===== config.mk =====
export PLATFORM = sky130hd
export DESIGN_NAME = resource_budget_preemptive_scheduler
export DESIGN_NICKNAME = d
export VERILOG_FILES = /design/src/rtl/core/rbps_pkg.sv /design/src/rtl/core/resource_budget_preemptive_scheduler.sv /design/src/rtl/core/rbps_ram.sv
export VERILOG_INCLUDE_DIRS = /design/src /design/src/rtl/core
export SDC_FILE = /design/constraint.sdc
export NUM_CORES = 2
export LEC_CHECK = 0
export ABC_AREA = 1
export BUFFER_PORTS_ARGS = -buffer_cell sky130_fd_sc_hd__buf_2
export CORE_MARGIN = 8
export CORE_UTILIZATION = 40
export CTS_CLUSTER_DIAMETER = 100
export DETAILED_ROUTE_END_ITERATION = 8
export PLACE_DENSITY = 0.66
export SLEW_MARGIN = 20
export SYNTH_ARGS = -nofsm -noshare
export SYNTH_HDL_FRONTEND = slang
export SYNTH_SLANG_ARGS = --single-unit
export TNS_END_PERCENT = 5

===== constraint.sdc =====
create_clock -name clk -period 7.4 [get_ports clk]
set_input_delay 0.74 -clock clk [delete_from_list [all_inputs] [get_ports clk]]
set_output_delay 0.74 -clock clk [all_outputs]
set_load 0.1 [all_outputs]

===== src/rtl/core/resource_budget_preemptive_scheduler_assert.svh =====
// assertion macros for the resource budget scheduler
`ifndef RESOURCE_BUDGET_PREEMPTIVE_SCHEDULER_ASSERT_SVH
`define RESOURCE_BUDGET_PREEMPTIVE_SCHEDULER_ASSERT_SVH
`ifndef ASSERT_OFF
`define RBPS_ASSERT(lbl, expr) \
	lbl: assert property (@(posedge clk) disable iff (!arst_n) (expr)) \
		else $error("rbps assertion failed");
`define RBPS_ASSERT_IMPL(lbl, ante, cons) \
	lbl: assert property (@(posedge clk) disable iff (!arst_n) (ante) |-> (cons)) \
		else $error("rbps implication failed");
`else
`define RBPS_ASSERT(lbl, expr)
`define RBPS_ASSERT_IMPL(lbl, ante, cons)
`endif
`endif


===== src/rtl/core/rbps_pkg.sv =====
// shared types and constants of the resource budget scheduler
package rbps_pkg;
	localparam int SLOTS = 16;
	localparam int SW = (SLOTS > 1) ? $clog2(SLOTS) : 1;
	localparam int CW = $clog2(SLOTS + 1);
	localparam int ENTRY_W = 64;
	localparam int IN_W = 48;
	localparam int OUT_W = 32;

	typedef enum logic [2:0] {
		KIND_ACCEPT = 3'd0,
		KIND_REJECT = 3'd1,
		KIND_FINISH = 3'd2,
		KIND_RUN    = 3'd3,
		KIND_TICK   = 3'd4
	} kind_t;

	typedef enum logic [3:0] {
		ST_IDLE,
		ST_CH_RD,
		ST_CH_WB,
		ST_SEL_START,
		ST_SC_RD,
		ST_SC_MUL1,
		ST_SC_MUL2,
		ST_SC_CMP,
		ST_GREEDY,
		ST_DONE
	} state_t;

	typedef struct packed {
		logic [7:0]  task_id;
		logic [7:0]  prio;
		logic [15:0] length;
		logic [15:0] remaining;
		logic [15:0] need;
	} entry_t;
endpackage


===== src/rtl/core/resource_budget_preemptive_scheduler.sv =====
// arrival: result in the cycle after the transfer; next item taken once the result
// can move on; tick: a charge pass over the slots, then up to SLOTS+1 selection passes
// through the one shared cross-multiply comparator, each pass reading the slots in turn
// through the single table read port and able to stall on the output; reset clears the
// slot flags, the budget register and the sequencer; no clearing pass
`include "resource_budget_preemptive_scheduler_assert.svh"
module resource_budget_preemptive_scheduler (
	input  logic                       clk,
	input  logic                       arst_n,
	input  logic                       cfg_we,
	input  logic [15:0]                cfg_wdata,
	input  logic                       s_axis_tvalid,
	output logic                       s_axis_tready,
	// task_id, priority_req, run length, resource_need
	input  logic [rbps_pkg::IN_W-1:0]  s_axis_tdata,
	// mode
	input  logic                       s_axis_tuser,
	output logic                       m_axis_tvalid,
	input  logic                       m_axis_tready,
	// out_task, new_interval, resources_used, zero fill
	output logic [rbps_pkg::OUT_W-1:0] m_axis_tdata,
	// kind
	output logic [2:0]                 m_axis_tuser,
	output logic                       m_axis_tlast
);
	import rbps_pkg::*;

	state_t state_q, state_d;
	logic [CW-1:0] idx_q;
	logic [SW-1:0] slot;
	logic [SLOTS-1:0] valid_q, ran_last_q, picked_q, chosen_q;
	logic [15:0] total_q, left_q;

	logic ram_we, ram_re;
	logic [SW-1:0] ram_waddr, ram_raddr;
	entry_t ram_wdata, rd;

	logic [23:0] cand_pr_q, best_pr_q;
	logic [15:0] cand_l_q, best_l_q, cand_need_q, best_need_q;
	logic [7:0]  cand_task_q, best_task_q;
	logic [39:0] lhs_q, rhs_q;
	logic [SW-1:0] best_idx_q;
	logic best_found_q;

	logic out_valid_q, out_last_q, out_new_q;
	kind_t out_kind_q;
	logic [7:0] out_task_q;
	logic [15:0] out_used_q;

	logic can_emit, in_fire, emit, idx_end, fits, is_tick, reject;
	logic [SW-1:0] free_slot;
	logic [15:0] rem_dec;
	kind_t emit_kind;
	logic [7:0] emit_task;
	logic emit_new;

	assign slot = idx_q[SW-1:0];
	assign idx_end = (idx_q == CW'(SLOTS));
	assign can_emit = !out_valid_q || m_axis_tready;
	assign s_axis_tready = (state_q == ST_IDLE) && can_emit;
	assign in_fire = s_axis_tvalid && s_axis_tready;
	assign is_tick = s_axis_tuser;
	assign rem_dec = rd.remaining - 16'd1;
	assign fits = best_need_q < left_q;
	assign reject = (s_axis_tdata[31:16] == 16'd0) || (&valid_q);

	always_comb begin
		free_slot = '0;
		for (int i = SLOTS - 1; i >= 0; i--) begin
			if (!valid_q[i]) free_slot = SW'(i);
		end
	end

	rbps_ram #(.WIDTH(ENTRY_W), .DEPTH(SLOTS)) u_table (
		.clk   (clk),
		.we    (ram_we),
		.waddr (ram_waddr),
		.wdata (ram_wdata),
		.re    (ram_re),
		.raddr (ram_raddr),
		.rdata (rd)
	);

	// next state
	always_comb begin
		state_d = state_q;
		case (state_q)
			ST_IDLE: begin
				if (in_fire && is_tick) state_d = ST_CH_RD;
			end
			ST_CH_RD: begin
				if (idx_end) state_d = ST_SEL_START;
				else if (valid_q[slot] && ran_last_q[slot]) state_d = ST_CH_WB;
			end
			ST_CH_WB: begin
				if (rem_dec != 16'd0 || can_emit) state_d = ST_CH_RD;
			end
			ST_SEL_START: state_d = ST_SC_RD;
			ST_SC_RD: begin
				if (idx_end) state_d = best_found_q ? ST_GREEDY : ST_DONE;
				else if (valid_q[slot] && !picked_q[slot]) state_d = ST_SC_MUL1;
			end
			ST_SC_MUL1: state_d = ST_SC_MUL2;
			ST_SC_MUL2: state_d = ST_SC_CMP;
			ST_SC_CMP: state_d = ST_SC_RD;
			ST_GREEDY: begin
				if (!fits || can_emit) state_d = ST_SEL_START;
			end
			ST_DONE: begin
				if (can_emit) state_d = ST_IDLE;
			end
			default: state_d = ST_IDLE;
		endcase
	end

	// table access and result selection
	always_comb begin
		ram_we = 1'b0;
		ram_re = 1'b0;
		ram_waddr = slot;
		ram_raddr = slot;
		ram_wdata = rd;
		emit = 1'b0;
		emit_kind = KIND_TICK;
		emit_task = 8'd0;
		emit_new = 1'b0;
		case (state_q)
			ST_IDLE: begin
				ram_waddr = free_slot;
				ram_wdata.task_id = s_axis_tdata[7:0];
				ram_wdata.prio = s_axis_tdata[15:8];
				ram_wdata.length = s_axis_tdata[31:16];
				ram_wdata.remaining = s_axis_tdata[31:16];
				ram_wdata.need = s_axis_tdata[47:32];
				if (in_fire && !is_tick) begin
					ram_we = !reject;
					emit = 1'b1;
					emit_kind = reject ? KIND_REJECT : KIND_ACCEPT;
					emit_task = s_axis_tdata[7:0];
				end
			end
			ST_CH_RD: begin
				ram_re = !idx_end && valid_q[slot] && ran_last_q[slot];
			end
			ST_CH_WB: begin
				ram_wdata.remaining = rem_dec;
				if (rem_dec != 16'd0) begin
					ram_we = 1'b1;
				end else begin
					emit = can_emit;
					emit_kind = KIND_FINISH;
					emit_task = rd.task_id;
				end
			end
			ST_SC_RD: begin
				ram_re = !idx_end && valid_q[slot] && !picked_q[slot];
			end
			ST_GREEDY: begin
				emit = fits && can_emit;
				emit_kind = KIND_RUN;
				emit_task = best_task_q;
				emit_new = !ran_last_q[best_idx_q];
			end
			ST_DONE: begin
				emit = can_emit;
			end
			default: ;
		endcase
	end

	always_ff @(posedge clk or negedge arst_n) begin
		if (!arst_n) begin
			state_q <= ST_IDLE;
			idx_q <= '0;
			valid_q <= '0;
			ran_last_q <= '0;
			picked_q <= '0;
			chosen_q <= '0;
			total_q <= '0;
			left_q <= '0;
			best_found_q <= 1'b0;
			out_valid_q <= 1'b0;
		end else begin
			state_q <= state_d;
			if (cfg_we) total_q <= cfg_wdata;
			if (emit) out_valid_q <= 1'b1;
			else if (m_axis_tready) out_valid_q <= 1'b0;
			case (state_q)
				ST_IDLE: begin
					if (in_fire && is_tick) begin
						idx_q <= '0;
						picked_q <= '0;
						chosen_q <= '0;
						left_q <= total_q;
					end else if (in_fire && !reject) begin
						valid_q[free_slot] <= 1'b1;
						ran_last_q[free_slot] <= 1'b0;
					end
				end
				ST_CH_RD: begin
					if (!idx_end && !(valid_q[slot] && ran_last_q[slot])) idx_q <= idx_q + 1'b1;
				end
				ST_CH_WB: begin
					if (rem_dec != 16'd0) begin
						idx_q <= idx_q + 1'b1;
					end else if (can_emit) begin
						valid_q[slot] <= 1'b0;
						ran_last_q[slot] <= 1'b0;
						idx_q <= idx_q + 1'b1;
					end
				end
				ST_SEL_START: begin
					idx_q <= '0;
					best_found_q <= 1'b0;
				end
				ST_SC_RD: begin
					if (!idx_end && !(valid_q[slot] && !picked_q[slot])) idx_q <= idx_q + 1'b1;
				end
				ST_SC_CMP: begin
					// strict compare keeps the lower slot on a tie
					if (!best_found_q || lhs_q > rhs_q) begin
						best_found_q <= 1'b1;
						best_idx_q <= slot;
						best_pr_q <= cand_pr_q;
						best_l_q <= cand_l_q;
						best_need_q <= cand_need_q;
						best_task_q <= cand_task_q;
					end
					idx_q <= idx_q + 1'b1;
				end
				ST_GREEDY: begin
					if (!fits) begin
						picked_q[best_idx_q] <= 1'b1;
					end else if (can_emit) begin
						picked_q[best_idx_q] <= 1'b1;
						chosen_q[best_idx_q] <= 1'b1;
						left_q <= left_q - best_need_q;
					end
				end
				ST_DONE: begin
					if (can_emit) ran_last_q <= valid_q & chosen_q;
				end
				default: ;
			endcase
		end
	end

	// comparator datapath, priority times remaining registered first, then both cross products; also the output register
	always_ff @(posedge clk) begin
		if (state_q == ST_SC_MUL1) begin
			cand_pr_q <= 24'(rd.prio * rd.remaining);
			cand_l_q <= rd.length;
			cand_need_q <= rd.need;
			cand_task_q <= rd.task_id;
		end
		if (state_q == ST_SC_MUL2) begin
			lhs_q <= 40'(cand_pr_q * best_l_q);
			rhs_q <= 40'(best_pr_q * cand_l_q);
		end
		if (emit) begin
			out_kind_q <= emit_kind;
			out_task_q <= emit_task;
			out_new_q <= emit_new;
			out_used_q <= (emit_kind == KIND_TICK) ? (total_q - left_q) : 16'd0;
			out_last_q <= (emit_kind != KIND_FINISH) && (emit_kind != KIND_RUN);
		end
	end

	assign m_axis_tvalid = out_valid_q;
	assign m_axis_tuser = out_kind_q;
	assign m_axis_tlast = out_last_q;
	assign m_axis_tdata = {7'd0, out_used_q, out_new_q, out_task_q};

	`RBPS_ASSERT(a_ran_last_valid, (ran_last_q & ~valid_q) == '0)
	`RBPS_ASSERT(a_chosen_valid, (chosen_q & ~valid_q) == '0)
	`RBPS_ASSERT_IMPL(a_greedy_unpicked, state_q == ST_GREEDY, !picked_q[best_idx_q])
	`RBPS_ASSERT_IMPL(a_left_in_budget, state_q != ST_IDLE, left_q <= total_q)
endmodule


===== src/rtl/core/rbps_ram.sv =====
// generic single write port ram with registered read
module rbps_ram #(
	parameter int WIDTH = 8,
	parameter int DEPTH = 16
) (
	input  logic                                     clk,
	input  logic                                     we,
	input  logic [(DEPTH > 1 ? $clog2(DEPTH) : 1)-1:0] waddr,
	input  logic [WIDTH-1:0]                         wdata,
	input  logic                                     re,
	input  logic [(DEPTH > 1 ? $clog2(DEPTH) : 1)-1:0] raddr,
	output logic [WIDTH-1:0]                         rdata
);
	logic [WIDTH-1:0] mem [DEPTH];

	always_ff @(posedge clk) begin
		if (we) begin
			mem[waddr] <= wdata;
		end
		if (re) begin
			rdata <= mem[raddr];
		end
	end
endmodule


==> impl_metrics.csv <==
group,metric,value,unit
status,status,"complete, no violations",
logic_synthesis,ys_types,58,
layout,drive_gt1_share,5.64,%
cts,cts_buffer_depth,3,
cts,cts_setup_buffers,0,
die,start_util,40.2,%
drt,num_vias,62100,
global_route,overflow,0,
sta,worst_pin_slew,1.15,ns
worst_hold_path,hold-path-endpoint,"total_q[9]",
logic_synthesis,netlist_area,88000,sq um
layout,area_growth,9.51,%
critical_path,crit_fanout,13,
cts,htree_levels,4,
logic_synthesis,synth-edff-count,1329,
critical_path,required,7.90,ns
logic_synthesis,synthFlopType,"edfxtp_1",
logic_synthesis,synth_cells,8694,
sta,setup_violations,0,
die,die_x,485,um
worst_hold_path,holdPathStages,3,
logic_synthesis,synth.yosys.seq_area_share,48.4,%
global_route,grt_max_degree,206,
sta,rsz0062_at_grt,"no",
sta,fin_crit,6.87,ns
critical_path,cp-start-kind,"register",
drt,drt_wl_total,244,mm
drt,drt-pass1-iter-count,6,
critical_path,r2r_cells,18,
layout,num-fill-cells,20300,
die,coreArea,219000,sq um
drt,wl_per_cell,21.0,um
critical_path,r2r_end,"lhs_q[32]",
drt,drt_iter0_markers,6209,
logic_synthesis,yosys_register_bits,1436,
critical_path,critical_path_class,"register to register",
global_route,grt_pass1_wl,371,mm
sta,slew_headroom,23.3,%
die,rows,172,
logic_synthesis,yosysWarnings,0,
drt,ant_nets,0,
global_route,track_usage,20.1,%
sta,slew_viol_final,0,
critical_path,worst_setup_path_end_kind,"register",
worst_hold_path,worstHoldStart,"cfg_wdata[9]",
global_route,antenna_found_initial,12,
die,die-area,235000,sq um
sta,finalHoldViolCount,0,
sta,worst_clock_skew,0.0641,ns
logic_synthesis,async_flop_share,7.45,%
sta,timing.setup.tns,0,ns
critical_path,r2r_start,"cand_pr_q[10]",
cts,cts_tree,"done",
drt,avgViaCountPerCell,5.35,
placed_design,place_hpwl,158,mm
cts,cts-buffers-inserted,144,
placed_design,gp_congestion,0.906,
layout,final_nets,9721,
cts,clk_pin_slew_worst_paths,0.07,ns
cts,root_buffer,"clkbuf_16",
die,pin_count,108,
drt,drc,0,
critical_path,cp.arrival,7.37,ns
sta,fin_crit_sh,92.8,%
cts,cts.sinks,1436,
sta,fmax,146,MHz
cts,worst_skew_pair.late_latency,0.80,ns
critical_path,rrSetupSlack,0.53,ns
worst_hold_path,hold_path_class,"primary input to register",
die,die_height,485,um
global_route,grt_pass1_vias,62300,
placed_design,io_buffers,100,
logic_synthesis,syn_avg_cell_area,10.1,sq um
job,cap_violations,0,
-- synth_stat cells, types with 5 or more instances --
library cell / number / area share (%)
nand2_1: 1751 / 7.5
inv_1: 1470 / 6.3
edfxtp_1: 1329 / 45
nor2_1: 792 / 3.4
o21ai_0: 707 / 4.0
fa_1: 698 / 16
clkbuf_1: 393 / 1.7
ha_1: 345 / 4.9
o22ai_1: 274 / 1.9
a21oi_1: 185 / 1.1
nand4_1: 121 / 0.86
dfrtp_1: 107 / 3.0
nand3_1: 86 / 0.49
xor2_1: 74 / 0.74
xnor2_1: 44 / 0.44
nor3_1: 31 / 0.18
a31oi_1: 27 / 0.19
o221ai_1: 23 / 0.23
buf_2: 22 / 0.13
o21ai_1: 21 / 0.12
o211ai_1: 19 / 0.16
buf_1: 18 / 0.077
a21o_1: 17 / 0.15
nor4_1: 15 / 0.11
buf_4: 13 / 0.11
o21a_1: 11 / 0.094
o21bai_1: 9 / 0.077
or2_2: 9 / 0.064
inv_2: 8 / 0.034
a21boi_0: 7 / 0.060
nor2_4: 6 / 0.077
o31ai_1: 6 / 0.051
a211oi_1: 5 / 0.043
buf_6: 5 / 0.064
nand2_2: 5 / 0.036
nor2_2: 5 / 0.036
o2111ai_1: 5 / 0.050
-- how the worst max path moves through the flow --
stage	cells past startpoint	startpoint	endpoint
global placement	22	best_l_q[1]	lhs_q[32]
floorplan	13	idx_q[0]	u_table.rdata[0]
global route	20	best_l_q[7]	lhs_q[32]
detailed placement	20	cand_pr_q[10]	lhs_q[32]
finish	18	cand_pr_q[10]	lhs_q[32]
CTS	20	cand_pr_q[10]	lhs_q[32]
-- cells by family after synthesis --
kind of cell,share of synthesized area (%)
other,0.00426
adders and majority gates,20.8
buffers and inverters,8.38
and+or+nand+nor,12.9
xor gates and xnor gates,1.19
muxes,0.0384
DFF,48.4
AOI/OAI and AO/OA,8.34
-- area by class of cell --
class                           count  area (sq um)  area share (%)
Sequential cell                  1436         42600            44.2
Multi-Input combinational cell   5332         38300            39.7
Inverter                         1480          5570            5.78
Clock buffer                      184          3820            3.96
Tap cell                         2871          3590            3.73
Timing Repair Buffer              214          1620            1.68
Clock inverter                     76           870           0.903
Antenna cell                        8          20.0          0.0208
-- critical path: stages (launching register included) --
cell	delay, ns
edfxtp_1	0.92
buf_4	0.28
nand2_1	0.09
fa_1	0.55
inv_1	0.06
fa_1	0.48
fa_1	0.58
fa_1	0.45
fa_1	0.53
fa_1	0.44
ha_1	0.44
nand2_1	0.14
nor2_1	0.21
inv_1	0.08
nor3_1	0.33
a21oi_1	0.22
o21ai_0	0.29
a21oi_1	0.13
xnor2_1	0.38
-- repair_timing --
action	4_1_cts	5_1_grt
resized for setup	0	0
hold endpoints to repair	40	0
hold buffers	1	0
-- sequential cells by signal (all words and copies together) (netlist names), 24 cells and up --
name,count
u_table.mem,1024
u_table.rdata,64
lhs_q,40
rhs_q,40
best_pr_q,24
cand_pr_q,24
-- per-stage QoR --
step                instance area, sq um  setup slack [ns]  cells  hold WS, ns  utilization [%]
floorplan                          88000             0.593   8700        0.400                -
global placement                   91500             0.589  11300        0.401             41.7
detailed placement                 91500             0.561  11300        0.405             41.8
CTS                                96200             0.507  11600       0.0909             43.9
global route                       96300             0.307  11600        0.116             44.0
finish                             96400             0.529  11600        0.142             44.0
-- cell usage in the layout (no fill, tap or decap), types with 10 or more instances in the layout --
master,netlist,routed
buf_12,0,18
nand3_1,86,86
clkbuf_16,0,147
o211ai_1,19,19
nand4_1,121,121
buf_4,13,90
o21ai_0,707,707
inv_1,1470,1465
clkinv_2,0,22
clkbuf_1,393,37
clkinv_1,1,28
edfxtp_1,1329,1329
xnor2_1,44,44
o221ai_1,23,15
a31oi_1,27,27
nor4_1,15,15
nor3_1,31,30
fa_1,698,698
nor2_1,792,772
a21oi_1,185,184
bufinv_16,0,10
dfrtp_1,107,105
ha_1,345,345
a21o_1,17,17
o21ai_1,21,21
o21a_1,11,11
nand2_1,1751,1751
nor2_4,6,26
o22ai_1,274,274
xor2_1,74,74
buf_2,22,99
-- metal layers --
layer	up-vias	global-route usage, %	part of all wire (%)
met3	459	3.82	8.6
met4	0	6.36	3.3
met5	-	0	0
met2	2791	33.0	47
met1	30800	27.0	41
li1	28000	-	-
Power is left out: the tool's default activity adds up to more than one toggle a clock period on the data nets, which glitch-free logic cannot reach.
